### config.mk
export PLATFORM = sky130hd
export DESIGN_NAME = pce_mul
export DESIGN_NICKNAME = d
export VERILOG_FILES = /design/src/rtl/pce_pkg.sv /design/src/rtl/pce_mul.sv
export SDC_FILE = /design/constraint.sdc
export NUM_CORES = 2
export LEC_CHECK = 0
export BUFFER_PORTS_ARGS = -buffer_cell sky130_fd_sc_hd__buf_2
export CAP_MARGIN = 20
export CORE_MARGIN = 2
export CORE_UTILIZATION = 60
export CTS_BUF_LIST = sky130_fd_sc_hd__clkbuf_16
export DETAILED_ROUTE_END_ITERATION = 10
export HOLD_SLACK_MARGIN = 0.02
export PLACE_DENSITY = 0.8
export REMOVE_ABC_BUFFERS = 1
export SETUP_SLACK_MARGIN = 0.3
export SYNTH_ARGS = -nofsm -noshare
export SYNTH_HDL_FRONTEND = slang
export SYNTH_SLANG_ARGS = --single-unit
### constraint.sdc
create_clock -name clk_i -period 8.1 [get_ports clk_i]
set_input_delay 0.81 -clock clk_i [delete_from_list [all_inputs] [get_ports clk_i]]
set_output_delay 0.81 -clock clk_i [all_outputs]
set_load 0.005 [all_outputs]
### src/rtl/pce_pkg.sv
// Package for the Pearson correlation engine: word types, sizes, sequencer codes.
// No dependencies; used by every RTL file of the block.
`default_nettype none

package pce_pkg;

  localparam int unsigned MAX_PAIRS_DEF   = 65536;
  localparam int unsigned SAMPLE_BITS_DEF = 16;
  localparam int unsigned RESULT_FRAC_DEF = 30;

  localparam int unsigned SAMPLE_W = 16;
  localparam int unsigned CORR_W   = 32;
  localparam int unsigned COUNT_W  = 17;
  localparam int unsigned SUM_W    = 32;
  localparam int unsigned SQ_W     = 48;
  localparam int unsigned VAR_W    = 64;
  localparam int unsigned MUL_W    = 33;
  localparam int unsigned PROD_W   = 66;
  localparam int unsigned ACC_W    = 128;

  typedef struct packed {
    logic signed [SAMPLE_W-1:0] x_sample;
    logic signed [SAMPLE_W-1:0] y_sample;
    logic                       last_sample;
  } in_word_t;

  typedef struct packed {
    logic signed [CORR_W-1:0] correlation;
    logic                     degenerate;
    logic [COUNT_W-1:0]       pair_count;
    logic                     overflowed;
  } out_word_t;

  typedef enum logic [2:0] {
    ST_IDLE, ST_MAC, ST_FIN, ST_WAIT, ST_LAUNCH, ST_SRCH, ST_RES
  } state_e;

  // multiplier micro-ops, issued in this order
  typedef enum logic [4:0] {
    U_NONE, U_XY, U_XX, U_YY,
    U_NUM0, U_NUM1, U_NUM2,
    U_VA0, U_VA1, U_VA2,
    U_VB0, U_VB1, U_VB2,
    U_M0, U_M1, U_M2, U_M3,
    U_P0, U_P1, U_P2, U_P3
  } uop_e;

endpackage

`default_nettype wire

### src/rtl/pce_mul.sv
// Shared signed 33x33 multiplier with registered product.
// Depends on pce_pkg.
`default_nettype none

module pce_mul import pce_pkg::*; (
  input  wire logic                     clk_i,
  input  wire logic signed [MUL_W-1:0]  a_i,
  input  wire logic signed [MUL_W-1:0]  b_i,
  output logic signed [PROD_W-1:0]      p_o
);

  logic signed [PROD_W-1:0] p_q;

  always_ff @(posedge clk_i) begin
    p_q <= a_i * b_i;
  end

  assign p_o = p_q;

endmodule

`default_nettype wire

==> impl_metrics.yaml <==
timing:
  slew_headroom: 0.6214
  finalCritPeriodShare: 0.9439
  rsz0062_at_grt: "yes"
  finalSetupViolCount: 0
  fmax_ghz: 0.1308
  tightest_slew_ps: 561.9
  final_max_slew_viol_count: 0
  timing.final.crit_period_ps: 7646
  hold_ws_ps: 1044
  setup_tns_ps: 0
  hold_violations: 0
synthesis:
  avgSynthCellArea_um2: 9.390
  synth_edf_count: 0
  synth_cells: 4338
  yosys-top-cells-area: "fa_1, inv_1, and2_1, ha_1, nand2_1"
  synthArstFlopShare: 0
  ys_warn_count: 0
  synth-main-ff-cell: "dfxtp_1"
  synth_top_area_cell: "fa_1"
  ys_ff_latch: 66
  seq_area_frac_synth: 0.03244
  synth_top_area_share: 0.5627
  synthDistinctLibCells: 80
  netlist_area_um2: 40730
worst_setup_path:
  worstSetupStartpointType: "primary input"
  critPathKind: "primary input to flop"
  cp.arrival_ps: 7910
  required_ps: 8360
  end_kind: "flop"
  path_max_fanout: 18
placed_design:
  port_buffers: 132
  dp_hpwl_um: 90930
  routabilityCongestion: 0.9741
routing:
  drc: 0
  first_pass_iters: 7
  via_count: 29630
  viasPerCell: 5.546
  drt_wl_total_um: 105000
  ant_nets: 0
  routedWlPerCell_um: 19.64
  drtIter0Drc: 2378
floorplan:
  die_h_um: 264.6
  die_w_um: 264.6
  ios: 133
  dieArea_um2: 69990
  row_count: 95
  core_area_um2: 67160
  start_util: 0.6065
clock_tree:
  htreeDepth: 3
  numCtsBuffers: 9
  ctsHoldBuffers: 0
  tritoncts: "done"
  clk_pin_slew_worst_paths_ps: 70
  cts-root-buf: "clkbuf_16"
  clk_path_buf_depth: 2
  cts_num_sinks: 66
final_layout:
  largest_register_ffs: 66
  drive_above_1_share: 0.09107
  area_delta_synth_final_pct: 7.737
  nNetsFinal: 5893
  final_common_cell: "fa_1"
  nFillCells: 5139
  final_util: 0.6535
  mostFrequentLayoutCells: "fa_1, inv_1, and2_1"
global_routing:
  grt_pass1_vias: 32850
  grt_max_degree: 29
  grt_antenna_before_repair: 2
  grt_pass1_wl_um: 172700
  overflow: 0
  grtUsageTotal: 0.3187
run_status:
  status: "complete, no violations"
job:
  maxCapViolCount: 0
worst_hold_path:
  holdCritPathClass: "primary input to flop"
## routing by layer
metal / global-route usage / vias up / share of wire
met4: 0.1310 / 2 / 0.049
met5: 0 / - / 0.00014
li1: - / 12590 / -
met1: 0.4101 / 15290 / 0.38
met3: 0.06856 / 356 / 0.088
met2: 0.5285 / 1393 / 0.49
## final timing paths
| check | start | to | cells after the start |
|---|---|---|---|
| worst max-delay path | a_i[6] | p_o[61]$_DFF_P_ | 26 |
| worst min-delay path | b_i[0] | p_o[0]$_DFF_P_ | 3 |
## final cells by class
class | instances | area (um2) | area share
Multi-Input combinational cell | 2920 | 34410 | 0.7841
Clock buffer | 9 | 225.2 | 0.005132
Tap cell | 873 | 1092 | 0.02489
Clock inverter | 7 | 76.32 | 0.001739
Sequential cell | 66 | 1321 | 0.03011
Antenna cell | 1 | 2.502 | 0.00005702
Inverter | 1131 | 4245 | 0.09674
Timing Repair Buffer | 336 | 2510 | 0.05719
## cells by family after synthesis
kind of cell	count (synthesis)	synth area share
AO/OA/AOI/OAI	219	0.04067
XOR/XNOR	68	0.01462
adder cells (fa/ha/maj)	1362	0.6294
buffers and inverters	1352	0.1251
flip-flops	66	0.03244
AND/OR/NAND/NOR	1271	0.1578
## per-stage QoR
stage,instance area (um2),std cells,worst slack [ps]
2_1_floorplan,39880,4117,408.3
3_3_place_gp,43350,5323,120.4
3_5_place_dp,43350,5323,26.94
4_1_cts,43650,5339,394.6
5_1_grt,43880,5342,285.5
6_report,43890,5343,454.4
## cell usage after synthesis (8+ instances only)
| master | n |
|---|---|
| inv_1 | 1131 |
| xnor2_1 | 43 |
| nand2_1 | 551 |
| o21bai_1 | 11 |
| a21oi_1 | 57 |
| a21o_1 | 36 |
| and2_1 | 562 |
| clkbuf_1 | 208 |
| buf_2 | 11 |
| dfxtp_1 | 66 |
| nand2b_1 | 12 |
| a31oi_1 | 8 |
| nand3_1 | 25 |
| o21ai_0 | 25 |
| nand4_1 | 11 |
| ha_1 | 217 |
| nor2_1 | 68 |
| xor2_1 | 25 |
| fa_1 | 1145 |
## critical path, stage by stage
cell	delay (ps)
buf_2	390
nand2_1	140
fa_1	510
inv_1	50
fa_1	500
inv_1	60
fa_1	520
inv_1	50
fa_1	510
fa_1	470
fa_1	530
fa_1	500
inv_1	50
fa_1	490
inv_1	60
ha_1	310
buf_4	170
o21ai_0	180
nand2b_1	110
a211o_1	320
a32oi_2	260
o31ai_4	100
buf_4	180
a21oi_4	310
o21bai_1	140
xor2_1	150
## repair_timing
| action | 4_1_cts | 5_1_grt |
|---|---|---|
| buffers inserted | 0 | 2 |
| resized for setup | 0 | 68 |
| endpoints found under the setup margin | 0 | 30 |
Power is not shown: default switching activity piles up to over one toggle a cycle in this logic, so the estimate is an artifact.
