## config.mk

```make
export PLATFORM = sky130hd
export DESIGN_NAME = pce_search
export DESIGN_NICKNAME = d
export VERILOG_FILES = /design/src/rtl/pce_pkg.sv /design/src/rtl/pce_search.sv
export SDC_FILE = /design/constraint.sdc
export NUM_CORES = 2
export LEC_CHECK = 0
export BUFFER_PORTS_ARGS = -buffer_cell sky130_fd_sc_hd__buf_2
export CORE_MARGIN = 1.5
export CORE_UTILIZATION = 60
export DETAILED_ROUTE_END_ITERATION = 12
export HOLD_SLACK_MARGIN = 0.08
export PLACE_DENSITY = 0.78
export SETUP_SLACK_MARGIN = 0.02
export SKIP_LAST_GASP = 1
export SLEW_MARGIN = 20
export SYNTH_ARGS = -nofsm -noshare
export SYNTH_HDL_FRONTEND = slang
export SYNTH_SLANG_ARGS = --single-unit
export TNS_END_PERCENT = 30
```

## constraint.sdc

```tcl
create_clock -name clk_i -period 10.7 [get_ports clk_i]
set_input_delay 0.535 -clock clk_i [delete_from_list [all_inputs] [get_ports clk_i]]
set_output_delay 0.535 -clock clk_i [all_outputs]
set_load 0.05 [all_outputs]
```

## src/rtl/pce_pkg.sv

```systemverilog
// Package for the Pearson correlation engine: word types, sizes, sequencer codes.
// No dependencies; used by every RTL file of the block.
`default_nettype none

package pce_pkg;

  localparam int unsigned MAX_PAIRS_DEF   = 65536;
  localparam int unsigned SAMPLE_BITS_DEF = 16;
  localparam int unsigned RESULT_FRAC_DEF = 30;

  localparam int unsigned SAMPLE_W = 16;
  localparam int unsigned CORR_W   = 32;
  localparam int unsigned COUNT_W  = 17;
  localparam int unsigned SUM_W    = 32;
  localparam int unsigned SQ_W     = 48;
  localparam int unsigned VAR_W    = 64;
  localparam int unsigned MUL_W    = 33;
  localparam int unsigned PROD_W   = 66;
  localparam int unsigned ACC_W    = 128;

  typedef struct packed {
    logic signed [SAMPLE_W-1:0] x_sample;
    logic signed [SAMPLE_W-1:0] y_sample;
    logic                       last_sample;
  } in_word_t;

  typedef struct packed {
    logic signed [CORR_W-1:0] correlation;
    logic                     degenerate;
    logic [COUNT_W-1:0]       pair_count;
    logic                     overflowed;
  } out_word_t;

  typedef enum logic [2:0] {
    ST_IDLE, ST_MAC, ST_FIN, ST_WAIT, ST_LAUNCH, ST_SRCH, ST_RES
  } state_e;

  // multiplier micro-ops, issued in this order
  typedef enum logic [4:0] {
    U_NONE, U_XY, U_XX, U_YY,
    U_NUM0, U_NUM1, U_NUM2,
    U_VA0, U_VA1, U_VA2,
    U_VB0, U_VB1, U_VB2,
    U_M0, U_M1, U_M2, U_M3,
    U_P0, U_P1, U_P2, U_P3
  } uop_e;

endpackage

`default_nettype wire

```

## src/rtl/pce_search.sv

```systemverilog
// Bit-serial search for the largest q with q^2 * P <= M * 2^(2F).
// Shift-and-add only; depends on pce_pkg.
`default_nettype none

module pce_search import pce_pkg::*; #(
  parameter int unsigned FRAC_BITS = RESULT_FRAC_DEF
) (
  input  wire logic                 clk_i,
  input  wire logic                 rst_ni,
  input  wire logic                 start_i,
  input  wire logic [ACC_W-1:0]     p_i,
  input  wire logic [ACC_W-1:0]     m_i,
  output logic                      done_o,
  output logic [FRAC_BITS:0]        q_o
);

  localparam int unsigned W  = ACC_W + 2 * FRAC_BITS + 4;
  localparam int unsigned CW = $clog2(FRAC_BITS + 2);

  logic          busy_q, phase_q, done_q;
  logic [CW-1:0] cnt_q;
  logic [W-1:0]  s_q, a_q, b_q, t_q, m2_q;
  logic [FRAC_BITS:0] q_q;

  logic [W-1:0] trial, a_upd;
  logic         ok;

  // a holds q*P scaled by 2^(k+1), b holds P scaled by 2^(2k)
  assign trial = t_q + b_q;
  assign ok    = trial <= m2_q;
  assign a_upd = ok ? a_q + (b_q << 1) : a_q;

  always_ff @(posedge clk_i or negedge rst_ni) begin
    if (!rst_ni) begin
      busy_q  <= 1'b0;
      phase_q <= 1'b0;
      done_q  <= 1'b0;
      cnt_q   <= '0;
    end else begin
      done_q <= 1'b0;
      if (start_i) begin
        busy_q  <= 1'b1;
        phase_q <= 1'b0;
        cnt_q   <= CW'(FRAC_BITS + 1);
      end else if (busy_q) begin
        phase_q <= ~phase_q;
        if (phase_q) begin
          cnt_q <= cnt_q - 1'b1;
          if (cnt_q == CW'(1)) begin
            busy_q <= 1'b0;
            done_q <= 1'b1;
          end
        end
      end
    end
  end

  always_ff @(posedge clk_i) begin
    if (start_i) begin
      s_q  <= '0;
      a_q  <= '0;
      t_q  <= '0;
      q_q  <= '0;
      b_q  <= W'(p_i) << (2 * FRAC_BITS);
      m2_q <= W'(m_i) << (2 * FRAC_BITS);
    end else if (busy_q) begin
      if (!phase_q) begin
        t_q <= s_q + a_q;
      end else begin
        if (ok) begin
          s_q <= trial;
        end
        a_q <= a_upd >> 1;
        b_q <= b_q >> 2;
        q_q <= {q_q[FRAC_BITS-1:0], ok};
      end
    end
  end

  assign done_o = done_q;
  assign q_o    = (q_q[FRAC_BITS] && (|q_q[FRAC_BITS-1:0]))
                  ? {1'b1, {FRAC_BITS{1'b0}}} : q_q;

endmodule

`default_nettype wire

```

==> reports/results.ini <==
[floorplan]
rows=127
start_util_pct=60.6
coreArea_mm2=0.120
dieHeight_um=351
die_w_um=351
die-area_mm2=0.124
io_pins=291

[sta]
rsz0062_at_grt=false
finalCriticalPeriod_ns=10.62
skew_ns=0.0312
fmax_ghz=0.0942
hold_violations=0
whs_ns=0.0922
setup_viol=0
drv_slew=0
period_share_pct=99.3
tightest_slew_ns=1.23
slew_headroom_pct=17.4

[pwr]
pwr-share-clk_pct=31.4
swShare_pct=37.9
switchingPower_mw=4.71
p_comb_share_pct=33.8
vdd_ir_drop_max_mv=0.148
p_per_area_mw_per_mm2=154
p_leak_nw=33.9
p_seq_share_pct=34.8
p_int_mw=7.72

[clock_network]
cts.sinks=930
path_clk_slew_ns=0.06
cts_tree=yes
clk_path_buf_depth=3
htree_levels=3
cts_root_buffer=clkbuf_16
clock_latency_ns=0.76
cts_buffers=102

[detailed_routing]
vias=75000
viasPerCell=6.61
drt-pass1-iter-count=7
wl_per_cell_um=23.8
ant_nets=0
drcViolationCount=0
drt-total-wl_mm=270
initialDrtViolationCount=10300

[logic_synthesis]
async_flop_share_pct=0.860
synthesis.area_mm2=0.0728
yosysSeqAreaShare_pct=29.1
ys_top_cells_by_count=nand2_1, a21oi_1, ha_1, dfxtp_1, nor2_1
syn_inst=9491
ys_dominant_reg_cell=dfxtp_1
synth_fp_nets=10500
synth_top_area_cell=dfxtp_1
ys_types=100
synth_warnings=0
avgSynthCellArea_um2=7.68
yosys_register_bits=930
synth_edf_count=256
synthTopCellsByArea=dfxtp_1, ha_1, edfxtp_1
synth_top_area_share_pct=18.3
synth.most_common_cell=nand2_1

[setup_path]
cp-startpoint=b_q[39]$_SDFFE_PP0P_
required_ns=11.29
timing.rr.start=b_q[39]$_SDFFE_PP0P_
cp_slowest_cell=o41ai_4
arrival_ns=11.21
crit_fanout=101
slowest_delay_ns=0.55
critPathLaunchType=flip-flop
worstSetupPathType=reg2reg
end_kind=flip-flop

[global_route]
overflow=0
antenna_found_initial=11
grt_pass1_vias=69000
grtUsageTotal_pct=41.9
grt_start_max_net_pins=190
grt_pass1_wl_mm=402

[final_layout]
fin_cells=11300
drive_above_1_share_pct=6.98
area_growth_syn_to_layout_pct=11.1
final_nets=10600

[run_status]
outcome=completed

[flow_run]
cap_violations=0

[place]
place_congestion=1.05
dp_hpwl_mm=208
port_buffers=290
dp.cells=10900

[worst_hold_path]
hold_path.class=in2reg
hold_start=p_i[2]

-- worst max-delay path: cells and delay by family (launching register included) --
| kind | cells | cell delay [ns] |
|---|---|---|
| compound gates | 12 | 3.01 |
| buf+inv | 5 | 1.08 |
| flops | 1 | 0.40 |
| xor+xnor | 1 | 0.17 |
| simple gates | 19 | 4.75 |
| fa+ha+maj | 2 | 0.80 |
-- cells by family after synthesis --
kind of cell	Yosys count	synth area share, %
mux	54	0.744
buf+inv	888	4.83
xor+xnor	558	6.71
fa+ha+maj	700	12.1
flops	930	29.1
simple gates	2995	18.4
compound gates	3366	28.1
-- placed cells by master (no fill, tap or decap), types with 87 or more instances in the layout --
master / instances
o21ai_1: 214
inv_1: 345
dlygate4sd3_1: 190
buf_2: 289
clkbuf_16: 109
buf_4: 87
nand4_1: 288
a22o_1: 219
o21ai_0: 540
xnor2_1: 345
dfxtp_1: 666
ha_1: 689
nor3_1: 127
nand3_1: 105
a21o_1: 301
nor2_1: 599
xor2_1: 213
a21oi_1: 1398
nand2_1: 1461
edfxtp_1: 256
o21bai_1: 183
-- final cells by class --
type	count	area [µm²]
repair buffers	583	4340
inverters	347	1310
flip-flops and latches	930	21200
clock buffers	137	2960
clock inverters	57	703
multi-input cells	7673	48400
well taps	1612	2020
fillers	10200	39200
diodes	7	17.5
-- per-stage QoR --
stage | util, % | power [mW] | setup TNS, ns | area, µm² | setup WS, ns
2_1_floorplan | - | 7.06 | 0 | 72800 | 2.56
3_3_place_gp | 62.5 | 8.22 | -194.55 | 75100 | -0.616
3_5_place_dp | 62.5 | 8.30 | -267.85 | 75100 | -0.806
4_1_cts | 67.2 | 12.2 | 0 | 80700 | 0.0593
5_1_grt | 67.4 | 12.9 | 0 | 80900 | 0.00705
6_report | 67.4 | 12.4 | 0 | 81000 | 0.0802
-- state kept, by name (all words and copies together) (netlist names), 5 cells and up --
register	flops
s_q	192
t_q	192
a_q	191
b_q	188
m2_q	128
q_q	31
cnt_q	5
-- per-layer routing --
| metal | vias to the layer above | routed length, µm | GRT usage, % |
|---|---|---|---|
| li1 | 34600 | - | - |
| met1 | 35300 | 113000 | 58.0 |
| met2 | 4343 | 112000 | 61.4 |
| met3 | 722 | 32600 | 10.5 |
| met4 | 2 | 13200 | 18.4 |
| met5 | - | 11 | 0 |
-- timing repair --
action                                  in CTS  in global routing
hold endpoints to repair                   197                  0
buffers inserted                             2                  4
hold buffers                               190                  0
endpoints found under the setup margin     384                384
pin swaps                                    1                  5
resized for setup                            7                 42
-- power by group through the flow --
| stage | clock [mW] | sequential [mW] | combinational [mW] |
|---|---|---|---|
| final | 3.91 | 4.32 | 4.20 |
| after global routing | 4.03 | 4.33 | 4.54 |
| after CTS | 3.89 | 4.29 | 4.03 |
| after detailed placement | 0 | 4.36 | 3.94 |
| after global placement | 0 | 4.36 | 3.86 |
| after floorplan | 0 | 4.17 | 2.90 |
-- path summary, 6_finish.rpt --
path | slack (ns) | cells after the start | to
max | 0.08 | 39 | s_q[94]$_SDFFE_PP0P_
min | 0.09 | 2 | b_q[62]$_DFFE_PP_
max reg2reg | 0.08 | 39 | s_q[94]$_SDFFE_PP0P_
min reg2reg | 0.46 | 2 | t_q[42]$_SDFFE_PP0P_
max in group asynchronous | 10.17 | 2 | done_o$_DFF_PN0_
min in group asynchronous | 0.26 | 2 | cnt_q[0]$_DFFE_PN0P_
No activity file was read; power rests on OpenSTA's default activity.
